[src/rtl/vfcm_ram.sv]
// Generic simple dual-port RAM: one write port, one read port, registered read.
// No dependencies.
`default_nettype none

module vfcm_ram #(
  parameter  int WIDTH = 8,
  parameter  int DEPTH = 16,
  localparam int AW    = (DEPTH > 1) ? $clog2(DEPTH) : 1
) (
  input  wire logic             clk,
  input  wire logic             we,
  input  wire logic [AW-1:0]    waddr,
  input  wire logic [WIDTH-1:0] wdata,
  input  wire logic [AW-1:0]    raddr,
  output logic      [WIDTH-1:0] rdata
);

  logic [WIDTH-1:0] mem [DEPTH];

  always_ff @(posedge clk) begin
    if (we) begin
      mem[waddr] <= wdata;
    end
    rdata <= mem[raddr];
  end

endmodule

`default_nettype wire

[config.mk]
export PLATFORM = sky130hd
export DESIGN_NAME = vfcm_ram
export DESIGN_NICKNAME = d
export VERILOG_FILES = /design/src/rtl/vfcm_ram.sv
export SDC_FILE = /design/constraint.sdc
export NUM_CORES = 1
export LEC_CHECK = 0
export ABC_AREA = 1
export ABC_CLOCK_PERIOD_IN_PS = 3310
export BUFFER_PORTS_ARGS = -buffer_cell sky130_fd_sc_hd__buf_2
export CAP_MARGIN = 15
export CORE_ASPECT_RATIO = 0.9
export CORE_UTILIZATION = 35
export DETAILED_ROUTE_END_ITERATION = 10
export PLACE_DENSITY = 0.48
export SLEW_MARGIN = 20
export SYNTH_ARGS = -nofsm -noshare
export SYNTH_HDL_FRONTEND = slang
export SYNTH_SLANG_ARGS = --single-unit
[constraint.sdc]
create_clock -name clk -period 3.31 [get_ports clk]
set_clock_uncertainty 0.2 [all_clocks]
set_input_delay 0.4965 -clock clk [delete_from_list [all_inputs] [get_ports clk]]
set_output_delay 0.4965 -clock clk [all_outputs]
set_load 0.01 [all_outputs]
**Word-level counts from Yosys, hierarchy flattened**

Memory sizes are Yosys's and may differ from the RTL's. A register that Yosys moved wholly into a read port is not among the register bits.
Cells that the tools add are included.

- Divide/modulo/power cells: 0
- Reduce and logical (&&, ||, !) cells: 0
- Equal/unequal tests: 0
- Multipliers: 0
- Bitwise operators: 0
- $lt $le $gt $ge: 0
- $add $sub $neg: 0
- Shift operators: 0
- Mux-type cells: 2

Operators with widths:

| kind | number |
|---|---|
| 1-bit two-way mux | 2 |

- Word-level logic and storage cells: 3
- Bits of input ports: 18
- Memories: 1
- Bits in writable memories: 128
- Bits in latches: 0
- ROM bits: 0
- Output and inout bits: 8
- Flip-flop bits (word level): 0

Memories:

| memory | depth | width | rd ports | clocked after memory_dff | wr ports | line | source |
|---|---|---|---|---|---|---|---|
| mem | 16 | 8 | 1 | 1 | 1 | 18 | `logic [WIDTH-1:0] mem [DEPTH];` |

**Longest topological paths before layout**

Gate-level depths: netlist of run 1.

- Word-level depth: 2
- Mapped depth: 8
- Gate-level depth less buffers: 7

**Least setup slack after synthesis of run 1**

No wires, ideal clock.

- Path type: input to register
- Start point: in waddr[2]
- End point: mem mem[10][0], enable pin
- Path buffers: 0
- Data arrival time: 1,077 ps
- Library setup time: 370 ps
- Path slack: 1,663 ps
- Stages: 2
- Data required time: 2,740 ps
- Cell sequence: nand3b_1 -> nor2_1

RTL lines:

| what | line | source |
|---|---|---|
| start, declared | 12 | `input wire logic [AW-1:0] waddr,` |
| end, declared | 18 |  |

No word-level cell before the write port.

==> results.md, run 1 <==
- Lkg Pwr: roughly 2.8 nW
- Clk_lat worst skew: approximately 420 ps
- IO buf count: 25
- Global-route wire length before repair: between 20 and 25 mm
- Number of DRC markers in iteration 0: roughly 350
- Slew @ Worst Pin: 968.2 ps
- Hold buffers post-CTS: 0
- # nets final: approximately 600
- Number of global-route vias before repair: 3626
- P per Cell Area: roughly 620 nW/um2
- Die area: 16990 um2
- FF+latch count, synth: roughly 140
- DPL Wire Length: between 8 and 9 mm
- Layout cells sized above 1: 0.1014
- Util after Layout: 0.4117
- Mapped Avg Cell Area: between 10 and 15 um2
- Req. time, crit path: about 3400 ps
- Most numerous cell on the critical path: nand3_1
- Final period utilization: 0.5528
- Via density: 4.638
- Max cap viols: 0
- RePlAce Congestion: approximately 0.77
- Max-slew headroom: 0.3522
- Post-synth cell types: 12
- CTS root buffer: clkbuf_16
- CP Buf/Inv Count: 3
- Max H-tree Level: 4
- Critical path type: in -> reg
- Pre-antenna DRT Iters: 4
- Post-Route WL: ~14 mm
- RSZ-0062 raised after global routing: no
- Via count: 3706
- DRC: 0
- Synthesized instance count: about 550
- Syn nets: between 500 and 600
- Sequential cell area: ~4000 um2
- Run status: finished, final reports clean
- Register area share after synthesis: 0.6943
- Core Area: between 15000 and 20000 um2
- Clock-pin slew on the worst setup and hold paths: approximately 60 ps
- Critical path launch point type: input port
- Top cells by area, synth: edfxtp_1 (67%), nand2_1 (11%), nand3_1 (8.4%)
- Yosys warning total: 0
- Die X: 137.3 um
- P&R area growth vs syn: 15.17%
- Total CTS buffers: 17
- Crit path DAT: between 1500 and 2000 ps
- Max Root-Sink Buffers: 2
- Largest net degree at the start of global routing: 60
- Die Height: about 120 um
- Initial core utilization: 0.3575
- Post-CTS setup buffers: 0
- HP Class: in -> reg
- Biggest area consumer among synthesized cells: edfxtp_1
- Power Total: 0.004118 W
- CP top delay family: buffers and inverters
- Peak supply drop: between 0.3 and 0.4 mV
- N_diodes: 0
- WL/cell: between 15 and 20 um
- Row count: 44
- Final ANT Viol Nets: 0
- GR Overflow Total: 0
- Fillers: 1567
- Post-CTS sizing: 0
- CTS tree: yes
- Fin Setup TNS: 0 ps
- Crit path capture type: register
- Slowest stage delay, CP: between 400 and 500 ps
- Multi-input logic area: 1214 um2
- Clock sink total: 136
- Crit path max fanout: 34
- CP max stage cell: inv_2
- Top-area cell type share of the netlist area: 0.6665
- Final number of setup-violating endpoints: 0
- Fin crit period: ~1800 ps
- Initial antenna violation count: 0
- Synth Cell Area: about 5800 um2
- Final Hold Fails: 0
- GRT Overall Usage: 0.1814
- Ports: 26
- Crit-path cells: buf_2, inv_2, buf_4, nand2_1, nand3_1, nand3_1, nand3_1, nand2_1
- Max Fclk: 0.5465 GHz
- Max-slew violation count: 0
## through the flow
| step | worst slack, ps | area (um2) | hold slack [ps] | std cells |
|---|---|---|---|---|
| floorplan | 1663 | 5767 | 395.4 | 551 |
| global placement | 1073 | 6045 | 440.9 | 767 |
| detailed placement | 1053 | 6045 | 452.5 | 767 |
| CTS | 1501 | 6641 | 227.9 | 799 |
| global route | 1356 | 6641 | 242.8 | 799 |
| finish | 1480 | 6641 | 246.4 | 799 |
## cell type report
class                      instances  area share
sequential                       136      0.6029
multi-input combinational        289      0.1827
clock buffer                      23     0.06745
inverter                         102     0.05765
tap                              207     0.03900
timing repair buffer              33     0.02788
clock inverter                     9     0.02242
## where the power goes
| part | internal, W | switching (W) |
|---|---|---|
| logic | 0.0000631 | 0.000172 |
| registers | 0.00193 | 0.0000122 |
| clock network | 0.00125 | 0.000690 |
## path summary, 6_finish.rpt
path / from / endpoint / slack, ps / depth (start not counted)
setup reg to reg: mem[1][5]$_DFFE_PP_ / rdata[5]$_DFF_P_ / 1980 / 6
hold / removal: raddr[3] / rdata[1]$_DFF_P_ / 250 / 3
hold reg to reg: mem[12][1]$_DFFE_PP_ / rdata[1]$_DFF_P_ / 460 / 6
setup / recovery: raddr[0] / rdata[7]$_DFF_P_ / 1480 / 8
## worst register-to-register path: stages (launching register included)
cell	delay, ps
edfxtp_1	350
inv_1	60
nand2_1	40
nand3_1	110
nand3_1	180
nand3_1	190
nand2_1	80
## cells in the mapped netlist
master,instances
buf_6,6
nand2_1,173
buf_4,4
nor2_1,17
buf_1,1
inv_2,2
dfxtp_1,8
edfxtp_1,128
buf_2,13
nand3b_1,2
nand3_1,97
inv_1,100
## cells in the final DEF (no fill, tap or decap), types with 4 or more instances in the layout
| cell type | count |
|---|---|
| nand2_1 | 173 |
| edfxtp_1 | 128 |
| inv_1 | 100 |
| nand3_1 | 97 |
| buf_2 | 25 |
| nor2_1 | 17 |
| clkbuf_16 | 17 |
| buf_4 | 8 |
| dfxtp_1 | 8 |
| clkbuf_1 | 6 |
| bufinv_16 | 4 |
## sequential cells by signal, indices dropped and copies added, names as in the netlist
name	cells
mem	128
rdata	8
## metal layers
metal	up-vias	GRT usage	share of wire
met5	-	0	0
met4	0	0.06868	0.017
met3	16	0.04314	0.039
met2	89	0.2686	0.45
met1	1772	0.2576	0.50
li1	1829	-	-
## cell families (layout without fill, tap and decap cells)
logic type	Yosys count	after routing	synth area share
flops	136	136	0.6943
simple gates	289	289	0.2105
buf+inv	126	167	0.09525
Power figures use the tool's default switching activity.
==> run 2, diff against run 1 <==
ABC_CLOCK_PERIOD_IN_PS = 1700   (was 3310)
clock period = 1.7 ns   (was 3.31 ns; I/O delays follow)
==> run 2 against run 1 <==
- sequential cell count stayed put
- worst hold slack worse by 220 ps
- sequential power up 94%
- sequential share of layout area down 2.5 points
- setup slack got worse by 1200 ps
- first-iteration DRC count decreased by 26%
- via count rose by 1.3%
- utilization increased by 1.8 points
- register-to-register slack worse by 1500 ps
- die area unchanged
==> results.md, run 2 (synthesis results as in run 1) <==
- Worst Hold Depth: 4
- WL/cell: roughly 16 um
- IO buf count: 25
- Max-slew headroom: 0.7439
- Peak supply drop: between 0.6 and 0.7 mV
- Global-route wire length before repair: ~21 mm
- FF-to-FF setup slack: 470 ps
- Die X: 137.3 um
- DPL Wire Length: between 8 and 9 mm
- CTS tree: yes
- CP max stage cell: dfxtp_1
- FF-to-FF path depth: 6
- GR Overflow Total: 0
- Regs by FF count: mem (128), rdata (8)
- Req. time, crit path: between 1000 and 1500 ps
- Critical path type: reg -> out
- Hold Path Sink: rdata[0]$_DFF_P_
- Number of global-route vias before repair: 3652
- Critical path launch point type: register
- Sw Pwr: about 0.0017 W
- Logic gate share of total power: 0.059
- Util after Layout: 0.4298
- Final Hold Fails: 0
- Max H-tree Level: 4
- Max-slew violation count: 0
- Max Root-Sink Buffers: 2
- Post-Layout Cell Count: a little over 800
- Crit path DAT: roughly 950 ps
- Final period utilization: 0.8243
- # nets final: 616
- Via density: about 4.6
- Slowest stage delay, CP: between 300 and 400 ps
- Crit path capture type: output port
- Fin Setup TNS: 0 ps
- Crit path max fanout: 1
- Max FFs per register: about 130
- RePlAce Congestion: ~0.79
- Max Fclk: between 0.7 and 0.8 GHz
- Layout cells sized above 1: 0.1375
- Fin crit period: 1401 ps
- Crit-path cells: buf_2
- Final worst slack: between 200 and 300 ps
- Sw frac: 0.2031
- Clock power share: 0.491
- Lkg Pwr: about 3.0 nW
- P per Cell Area: 1210 nW/um2
- DP Cell Count: a little under 800
- GRT Overall Usage: 0.1774
- Pre-antenna DRT Iters: 4
- Commonest non-fill, non-tap cell in the layout: nand2_1
- N_diodes: 0
- Largest net degree at the start of global routing: 65
- Max cap viols: 0
- Core Area: roughly 16000 um2
- Post-Route WL: between 10 and 15 mm
- CP Buf/Inv Count: 1
- Most frequent cells in the layout: nand2_1 (173), edfxtp_1 (128), inv_1 (100), nand3_1 (97), buf_2 (25)
- Row count: 44
- Worst slack at placement: 139.9 ps
- FF-to-FF Start: mem[9][6]$_DFFE_PP_
- Final number of setup-violating endpoints: 0
- DRC: 0
- Final ANT Viol Nets: 0
- Internal power: between 0.006 and 0.007 W
- Fillers: about 1600
- Clk_lat worst skew: 420 ps
- Sequential power share: 0.450
- CP top delay family: flip-flops
- CTS root buffer: clkbuf_16
- Number of DRC markers in iteration 0: between 200 and 300
- P&R area growth vs syn: 20.22%
- Slew @ Worst Pin: between 300 and 400 ps
- Die area: approximately 17000 um2
- Initial core utilization: 0.3575
- HP Class: in -> reg
- Clock-pin slew on the worst setup and hold paths: around 60 ps
- Run status: finished, final reports clean
- Top reg by flops: mem
- Via count: about 3800
- Total CTS buffers: 17
- Post-CTS sizing: 0
- Clock sink total: about 140
- Hold Startpoint: raddr[2]
- R2r endpoint: rdata[6]$_DFF_P_
- Initial antenna violation count: 0
- RSZ-0062 raised after global routing: no
- Ports: 26
- Die Height: 123.8 um
run 2: repair_timing:
action	in CTS	in global routing
hold endpoints to repair	1	0
buffers inserted	0	0
hold buffers	1	0
run 2: routing by layer:
layer,routed length [um],up-vias,GRT usage
met5,0,-,0
met4,270,0,0.07280
met3,484,21,0.04314
met2,6098,75,0.2702
met1,6632,1792,0.2427
li1,-,1868,-
run 2: power groups by stage:
stage | clock network [W] | registers [W] | logic (W)
2_1_floorplan | 0 | 0.00385 | 0.000264
3_3_place_gp | 0 | 0.00384 | 0.000500
3_5_place_dp | 0 | 0.00384 | 0.000500
4_1_cts | 0.00419 | 0.00377 | 0.000505
5_1_grt | 0.00433 | 0.00378 | 0.000554
6_report | 0.00412 | 0.00377 | 0.000496
run 2: per-stage QoR:
stage / power [W] / hold slack [ps] / cell area, um2
2_1_floorplan: 0.004111 / 153.9 / 5767
3_3_place_gp: 0.004341 / 439.3 / 6255
3_5_place_dp: 0.004343 / 426.1 / 6255
4_1_cts: 0.008464 / 14.77 / 6933
5_1_grt: 0.008664 / 56.30 / 6933
6_report: 0.008390 / 21.72 / 6933
run 2: area by class of cell:
class / count / area [um2] / area share
flip-flops and latches: 136 / 4004 / 0.5775
multi-input cells: 289 / 1214 / 0.1751
clock buffers: 19 / 442.9 / 0.06389
repair buffers: 52 / 405.4 / 0.05847
inverters: 102 / 382.9 / 0.05522
well taps: 207 / 259.0 / 0.03736
clock inverters: 13 / 225.2 / 0.03249
run 2: worst max-delay path by stage:
stage / to / startpoint / slack (ps) / depth (start not counted)
2_1_floorplan: mem[10][0]$_DFFE_PP_ / waddr[2] / 290 / 2
3_3_place_gp: rdata[5]$_DFF_P_ / raddr[0] / 140 / 7
5_1_grt: rdata[1]$_DFF_P_ / raddr[3] / 260 / 5
6_report: rdata[1] / rdata[1]$_DFF_P_ / 300 / 1
4_1_cts: rdata[1] / rdata[1]$_DFF_P_ / 260 / 1
3_5_place_dp: rdata[5]$_DFF_P_ / raddr[0] / 140 / 7
run 2: worst min-delay path, delay by kind of cell:
family                 cells  cell delay (ps)
AND/OR/NAND/NOR            3              230
buffers and inverters      1              130
