[config.mk]
export PLATFORM = sky130hd
export DESIGN_NAME = vfcm_vertex
export DESIGN_NICKNAME = d
export VERILOG_FILES = /design/src/rtl/vfcm_pkg.sv /design/src/rtl/vfcm_vertex.sv
export SDC_FILE = /design/constraint.sdc
export NUM_CORES = 1
export LEC_CHECK = 0
export ABC_AREA = 1
export BUFFER_PORTS_ARGS = -buffer_cell sky130_fd_sc_hd__buf_4
export CORE_UTILIZATION = 35
export DETAILED_ROUTE_END_ITERATION = 10
export PLACE_DENSITY_LB_ADDON = 0.12
export SYNTH_ARGS = -nofsm -noshare
export SYNTH_HDL_FRONTEND = slang
export SYNTH_SLANG_ARGS = --single-unit
export TNS_END_PERCENT = 50
[constraint.sdc]
create_clock -name vclk -period 6.1
set_clock_uncertainty 0.2 [all_clocks]
set_input_delay 0.61 -clock vclk [all_inputs]
set_output_delay 0.61 -clock vclk [all_outputs]
set_load 0.02 [all_outputs]
[src/rtl/vfcm_pkg.sv]
// Shared types, codes and constant tables of the voxel face-cull mesher.
// Used by the top level and the vertex formatter; depends on nothing.
`default_nettype none

package vfcm_pkg;

  localparam int CELL_W     = 4;   // local cell coordinate
  localparam int ID_W       = 8;   // block and texture ids
  localparam int CPOS_W     = 12;  // chunk position register
  localparam int POS_W      = 18;  // vertex position in half units
  localparam int SHADE_W    = 4;
  localparam int TEX_W      = 9;
  localparam int FACE_W     = 3;
  localparam int CORNER_W   = 2;
  localparam int VIDX_W     = 16;
  localparam int KIND_W     = 2;
  localparam int CFG_IDX_W  = 3;
  localparam int CFG_DATA_W = 12;
  localparam int NUM_FACES  = 6;

  localparam int CHUNK_EDGE_DEF = 16;

  localparam int IN_DATA_W  = 24;  // 23 field bits padded to bytes
  localparam int OUT_DATA_W = 88;  // 87 field bits padded to bytes

  typedef enum logic [KIND_W-1:0] {
    KIND_CHUNK_WR  = 2'd0,
    KIND_BORDER_WR = 2'd1,
    KIND_MESH      = 2'd2,
    KIND_START     = 2'd3
  } vfcm_kind_t;

  localparam logic [FACE_W-1:0] FACE_NX = 3'd0;
  localparam logic [FACE_W-1:0] FACE_NY = 3'd1;
  localparam logic [FACE_W-1:0] FACE_NZ = 3'd2;
  localparam logic [FACE_W-1:0] FACE_PX = 3'd3;
  localparam logic [FACE_W-1:0] FACE_PY = 3'd4;
  localparam logic [FACE_W-1:0] FACE_PZ = 3'd5;

  localparam logic [1:0] AXIS_X = 2'd0;
  localparam logic [1:0] AXIS_Y = 2'd1;
  localparam logic [1:0] AXIS_Z = 2'd2;

  localparam logic [CFG_IDX_W-1:0] REG_AIR       = 3'd0;
  localparam logic [CFG_IDX_W-1:0] REG_GRASS     = 3'd1;
  localparam logic [CFG_IDX_W-1:0] REG_GRASS_TOP = 3'd2;
  localparam logic [CFG_IDX_W-1:0] REG_DIRT      = 3'd3;
  localparam logic [CFG_IDX_W-1:0] REG_POS_X     = 3'd4;
  localparam logic [CFG_IDX_W-1:0] REG_POS_Y     = 3'd5;
  localparam logic [CFG_IDX_W-1:0] REG_POS_Z     = 3'd6;

  localparam logic [ID_W-1:0] AIR_RST       = 8'd0;
  localparam logic [ID_W-1:0] GRASS_RST     = 8'd2;
  localparam logic [ID_W-1:0] GRASS_TOP_RST = 8'd3;
  localparam logic [ID_W-1:0] DIRT_RST      = 8'd1;

  typedef struct packed {
    logic [ID_W-1:0]          air;
    logic [ID_W-1:0]          grass;
    logic [ID_W-1:0]          grass_top;
    logic [ID_W-1:0]          dirt;
    logic signed [CPOS_W-1:0] pos_x;
    logic signed [CPOS_W-1:0] pos_y;
    logic signed [CPOS_W-1:0] pos_z;
  } vfcm_cfg_t;

  // one vertex to format
  typedef struct packed {
    logic [FACE_W-1:0]   face;
    logic [CORNER_W-1:0] corner;
    logic [ID_W-1:0]     blk;
    logic [CELL_W-1:0]   cx;
    logic [CELL_W-1:0]   cy;
    logic [CELL_W-1:0]   cz;
  } vfcm_vtx_req_t;

  typedef struct packed {
    logic [POS_W-1:0]   pos_x;
    logic [POS_W-1:0]   pos_y;
    logic [POS_W-1:0]   pos_z;
    logic [SHADE_W-1:0] shade;
    logic [TEX_W-1:0]   tex_column;
    logic               tex_v;
  } vfcm_vtx_t;

  function automatic logic [1:0] face_axis(input logic [FACE_W-1:0] face);
    logic [1:0] ax;
    case (face)
      FACE_NX, FACE_PX: ax = AXIS_X;
      FACE_NY, FACE_PY: ax = AXIS_Y;
      default:          ax = AXIS_Z;
    endcase
    return ax;
  endfunction

  function automatic logic [SHADE_W-1:0] face_shade(input logic [FACE_W-1:0] face);
    logic [SHADE_W-1:0] s;
    case (face)
      FACE_NX: s = 4'd7;
      FACE_NY: s = 4'd4;
      FACE_NZ: s = 4'd6;
      FACE_PX: s = 4'd7;
      FACE_PY: s = 4'd10;
      FACE_PZ: s = 4'd8;
      default: s = 4'd0;
    endcase
    return s;
  endfunction

  // corner offset signs, bit 0 x, bit 1 y, bit 2 z; set means +1, clear -1
  function automatic logic [2:0] corner_signs(input logic [FACE_W-1:0]   face,
                                              input logic [CORNER_W-1:0] corner);
    logic [2:0] s;
    case ({face, corner})
      {FACE_NX, 2'd0}: s = 3'b010;
      {FACE_NX, 2'd1}: s = 3'b110;
      {FACE_NX, 2'd2}: s = 3'b100;
      {FACE_NX, 2'd3}: s = 3'b000;
      {FACE_NY, 2'd0}: s = 3'b100;
      {FACE_NY, 2'd1}: s = 3'b101;
      {FACE_NY, 2'd2}: s = 3'b001;
      {FACE_NY, 2'd3}: s = 3'b000;
      {FACE_NZ, 2'd0}: s = 3'b010;
      {FACE_NZ, 2'd1}: s = 3'b011;
      {FACE_NZ, 2'd2}: s = 3'b001;
      {FACE_NZ, 2'd3}: s = 3'b000;
      {FACE_PX, 2'd0}: s = 3'b011;
      {FACE_PX, 2'd1}: s = 3'b111;
      {FACE_PX, 2'd2}: s = 3'b101;
      {FACE_PX, 2'd3}: s = 3'b001;
      {FACE_PY, 2'd0}: s = 3'b110;
      {FACE_PY, 2'd1}: s = 3'b111;
      {FACE_PY, 2'd2}: s = 3'b011;
      {FACE_PY, 2'd3}: s = 3'b010;
      {FACE_PZ, 2'd0}: s = 3'b110;
      {FACE_PZ, 2'd1}: s = 3'b111;
      {FACE_PZ, 2'd2}: s = 3'b101;
      {FACE_PZ, 2'd3}: s = 3'b100;
      default:         s = 3'b000;
    endcase
    return s;
  endfunction

endpackage

`default_nettype wire

[src/rtl/vfcm_vertex.sv]
// Vertex formatter: position, shade and texture column of one face corner.
// Depends on vfcm_pkg.
`default_nettype none

module vfcm_vertex
  import vfcm_pkg::*;
#(
  parameter int CHUNK_EDGE = CHUNK_EDGE_DEF
) (
  input  wire vfcm_cfg_t     cfg,
  input  wire vfcm_vtx_req_t req,
  output vfcm_vtx_t          vtx
);

  localparam logic [POS_W-1:0] EDGE_P = POS_W'(CHUNK_EDGE);

  // 2 * (cell + edge * chunk position) +/- 1, modulo 2^POS_W
  function automatic logic [POS_W-1:0] axis_pos(input logic [CELL_W-1:0] c,
                                                input logic [CPOS_W-1:0] p,
                                                input logic              up);
    logic [POS_W-1:0] p_ext;
    logic [POS_W-1:0] base;
    p_ext = {{(POS_W-CPOS_W){p[CPOS_W-1]}}, p};
    base  = (POS_W'(c) + p_ext * EDGE_P) << 1;
    return up ? base + POS_W'(1) : base - POS_W'(1);
  endfunction

  logic [2:0]      signs;
  logic [ID_W-1:0] tex;
  logic            right;

  always_comb begin
    signs = corner_signs(req.face, req.corner);
    tex   = req.blk;
    if (req.blk == cfg.grass) begin
      if (req.face == FACE_PY) begin
        tex = cfg.grass_top;
      end else if (req.face == FACE_NY) begin
        tex = cfg.dirt;
      end
    end
    right = (req.corner == 2'd1) || (req.corner == 2'd2);

    vtx.pos_x      = axis_pos(req.cx, cfg.pos_x, signs[0]);
    vtx.pos_y      = axis_pos(req.cy, cfg.pos_y, signs[1]);
    vtx.pos_z      = axis_pos(req.cz, cfg.pos_z, signs[2]);
    vtx.shade      = face_shade(req.face);
    vtx.tex_column = right ? TEX_W'(tex) : TEX_W'(tex) - TEX_W'(1);
    vtx.tex_v      = ~req.corner[1];
  end

endmodule

`default_nettype wire

Yosys cells after proc, flatten, opt, wreduce, memory -nomap -nowiden
Memories as Yosys holds them, arrays and structs flattened.
Index checks and enable logic that the tools add are counted.
{ "word_totals": {"ff_bits": 0, "rom_bits": 96, "input_bits": 93, "output_inout_bits": 68, "wordCells": 31, "memories": 1} }
{ "op_classes": {"add_sub_neg": 10, "eq_ne": 8, "muxes": 8, "n_bitwise": 1, "reduce_logical": 3} }
{ "mem_list": {"columns": ["memory", "words", "word_bits", "read_ports", "rd_clocked_by_memory_dff", "wr", "line_no", "text"], "rows": [
  ["(name not given)", 32, 3, 1, 0, 0, "vfcm_pkg.sv:114", "case ({face, corner})"]
]} }
{ "op_table": {"columns": ["operator", "count"], "rows": [
  ["adder 18 x 1 -> 18 bit (second input constant)", 3],
  ["2-to-1 mux 18 bit", 3],
  ["subtractor 18 x 1 -> 18 bit (second input constant)", 3],
  ["adder 5 x 16 -> 17 bit", 3],
  ["2-to-1 mux 8 bit", 3],
  ["one-hot mux 4 bit (5 select lines)", 1],
  ["2-to-1 mux 9 bit", 1],
  ["subtractor 8 x 1 -> 9 bit (second input constant)", 1],
  ["== test 8 bit", 1],
  ["== test 3 x 2 -> 1 bit (second input constant)", 2],
  ["== test 3 bit (second input constant)", 2],
  ["== test 3 x 1 -> 1 bit (second input constant)", 1],
  ["logical NOT 3 bit", 1],
  ["== test 2 x 1 -> 1 bit (second input constant)", 1],
  ["== test 2 bit (second input constant)", 1],
  ["OR reduction 2 bit", 1],
  ["logical OR 1 bit", 1],
  ["inverter 1 bit", 1]
]} }

Depth between registers and ports, before layout
{ "logic_depth": {"depth_word": 6, "mapped_depth": 18, "ltp_nobuf": 17} }

Worst setup path before layout
OpenSTA, ideal clock, no wires.
{ "synth_path": {"path_kind": "in2out", "startpoint": "in req[22] (netlist bit)", "endpoint": "out vtx[5] (netlist bit)", "t_arrival_ns": 2.231, "required_ns": 5.290, "slack_ns": 3.059, "stages": 16, "path_cell_list": "buf_6 -> nor2_2 -> nand2_1 -> buf_2 -> inv_2 -> nand2_1 -> nand2_1 -> nand2_1 -> o21ai_2 -> inv_1 -> ha_1 -> nand2_1 -> inv_1 -> nand2_2 -> nor2_4 -> xor2_1"} }
{ "synth_rtl": {"columns": ["element", "line_no", "text"], "rows": [
  ["from (decl)", "vfcm_vertex.sv:11", "input wire vfcm_vtx_req_t req,"],
  ["to (decl)", "vfcm_vertex.sv:12", "output vfcm_vtx_t vtx"]
]} }

==> summary.txt <==
Cells and area
  • Seq_cells: 0
  • Fraction of layout cells with a size suffix above 1: 0.340
  • Fin cells: 639
  • Area of the multi-input gates: 0.00184 sq mm
  • Most frequent cells in the layout: 150 x nand2_1, 150 x buf_4, 51 x inv_1
  • # fillers: 630
  • Seq. cell area: 0 sq um
  • Nets: about 660
  • Final Core Density: 0.559
  • # clk buffers: 0
  • Area Growth Syn to Fin: 53.2%
  • Antenna Cells: 0

Clock tree
  • Post-cts resize count: 0
  • Hold buffer count at CTS: 0
  • Postcts setup bufs: 0

Timing
  • Slew Limit Fails: 0
  • Setup TNS Final: 0 ps
  • Final hold vios: 0
  • Max frequency: 269 MHz
  • Slew HR: 0.326
  • # setup viols final: 0
  • Worst-margin pin slew: 1000 ps
  • RSZ-0062 raised after global routing: false
  • Final period utilization: 0.610
  • Tmin final: about 3700 ps

GRT
  • First-pass GRT wire length: between 10,000 and 15,000 um
  • Pin count of the biggest net entering global routing: 16
  • Remaining global-route overflow: 0
  • Initial antenna violation count: 0
  • Gr usage total: 0.194
  • Vias in the first global route: between 2,000 and 3,000

Yosys
  • Syn Inst Count: ~420
  • Mapped Area: 0.00216 sq mm
  • Mean Syn Cell Area: between 5 and 6 sq um
  • Share of the synthesized area in the top cell type: 0.261
  • Synth Warn #: 0
  • Post-synth top area cell: nand2_1
  • Sequential fraction of the synthesis area: 0
  • Unique cell type count in the Yosys netlist: 37
  • Synth top area cells: nand2_1 26%, xor2_1 11%, inv_1 8.9%

Drt
  • Wire length per cell: slightly above 10 um
  • Drt drc: 0
  • Antenna viol nets, final: 0
  • Initial drt markers: 69
  • Drt first pass iters: 4
  • Vias per inst: 4.61
  • Total wire length: ~6400 um
  • DR vias: 2,945

Hold path
  • HP Class: in2out

Pwr
  • Static Leak: roughly 1.9 nW
  • Peak VDD IR: about 55 uV
  • Power consumption: ~270 uW
  • Internal power: 118 uW
  • Flop pwr share: 0
  • Comb power frac: 1.000
  • Pwr dens: 82.5 mW/mm^2
  • NetSw: between 150 and 200 uW
  • Switching Fraction: 0.566
  • Clock power share: 0

Floorplan
  • Die Ht: about 80 um
  • Die area: 0.00648 sq mm
  • Num ports: approximately 160
  • Starting density of the core: 0.365
  • Row cnt: 28
  • Die width: ~81 um
  • Area of the core: slightly below 0.006 sq mm

Worst setup path
  • WP data arrival: a little under 3000 ps
  • CP Class: in2out
  • Worst EP required: 5290 ps
  • Startpoint Class: primary input
  • Crit end category: output port
  • Max FO, Critical Path: 15

Place
  • Placer Congestion: between 0.8 and 0.9
  • Cells after DPL: 639
  • Final HPWL DP: 5600 um
  • Port bufs: 150

Status
  • Status: finished, final reports clean

Flow run
  • Max Cap Viol: 0
## cell families (layout without fill, tap and decap cells)
family | count (synthesis) | in the layout | synth area share
compound gates | 38 | 38 | 0.0997
xor+xnor | 38 | 38 | 0.154
fa+ha+maj | 4 | 4 | 0.0232
buf+inv | 73 | 213 | 0.153
other cells | 1 | 3 | 0.00174
simple gates | 268 | 268 | 0.568
## power by group through the flow
stage                     Sequential, mW  Combinational (mW)  Clock, mW
after floorplan                        0               0.150          0
after global placement                 0               0.270          0
after detailed placement               0               0.274          0
after CTS                              0               0.275          0
after global routing                   0               0.300          0
final                                  0               0.273          0
## worst paths after layout
check	slack, ps	cells after the start	to	from
worst max-delay path	2380	8	vtx[17]	req[21]
worst min-delay path	1310	3	vtx[48]	cfg[23]
## layer usage
layer,routed length [um],track usage
met3,431,0.0216
met5,0,0
met4,19,0.00536
met1,2760,0.235
met2,3230,0.377
## critical path, cell delays in order
cell and delay [ps]:
buf_4 130, xnor2_1 780, o221ai_1 200, nand2_1 420, inv_1 320, o21ai_0 220
nand2_1 60, buf_4 160
## synthesized netlist by cell type, types with 2 or more instances
master	n
a21oi_1	7
buf_2	3
buf_4	4
buf_6	3
ha_1	4
inv_1	51
inv_2	10
nand2_1	150
nand2_2	9
nand2_4	2
nand3_1	18
nand3_2	3
nand3_4	2
nand4_1	8
nor2_1	47
nor2_2	6
nor2_4	4
nor3_1	8
nor4_1	6
o21ai_0	13
o21ai_1	10
o21ai_2	2
or2_1	2
xnor2_1	10
xor2_1	28
## cell type report
class | count | area share
well taps | 75 | 0.0284
repair buffers | 150 | 0.341
multi-input cells | 351 | 0.555
inverters | 63 | 0.0760
## stage by stage
stage          setup slack, ps  hold WS [ps]  instance area (sq um)
2_1_floorplan             3060          1090                   2170
3_3_place_gp              2390          1310                   3310
3_5_place_dp              2370          1310                   3310
4_1_cts                   2360          1310                   3310
5_1_grt                   2080          1320                   3310
6_report                  2380          1310                   3310
No activity file was read; power rests on OpenSTA's default activity.
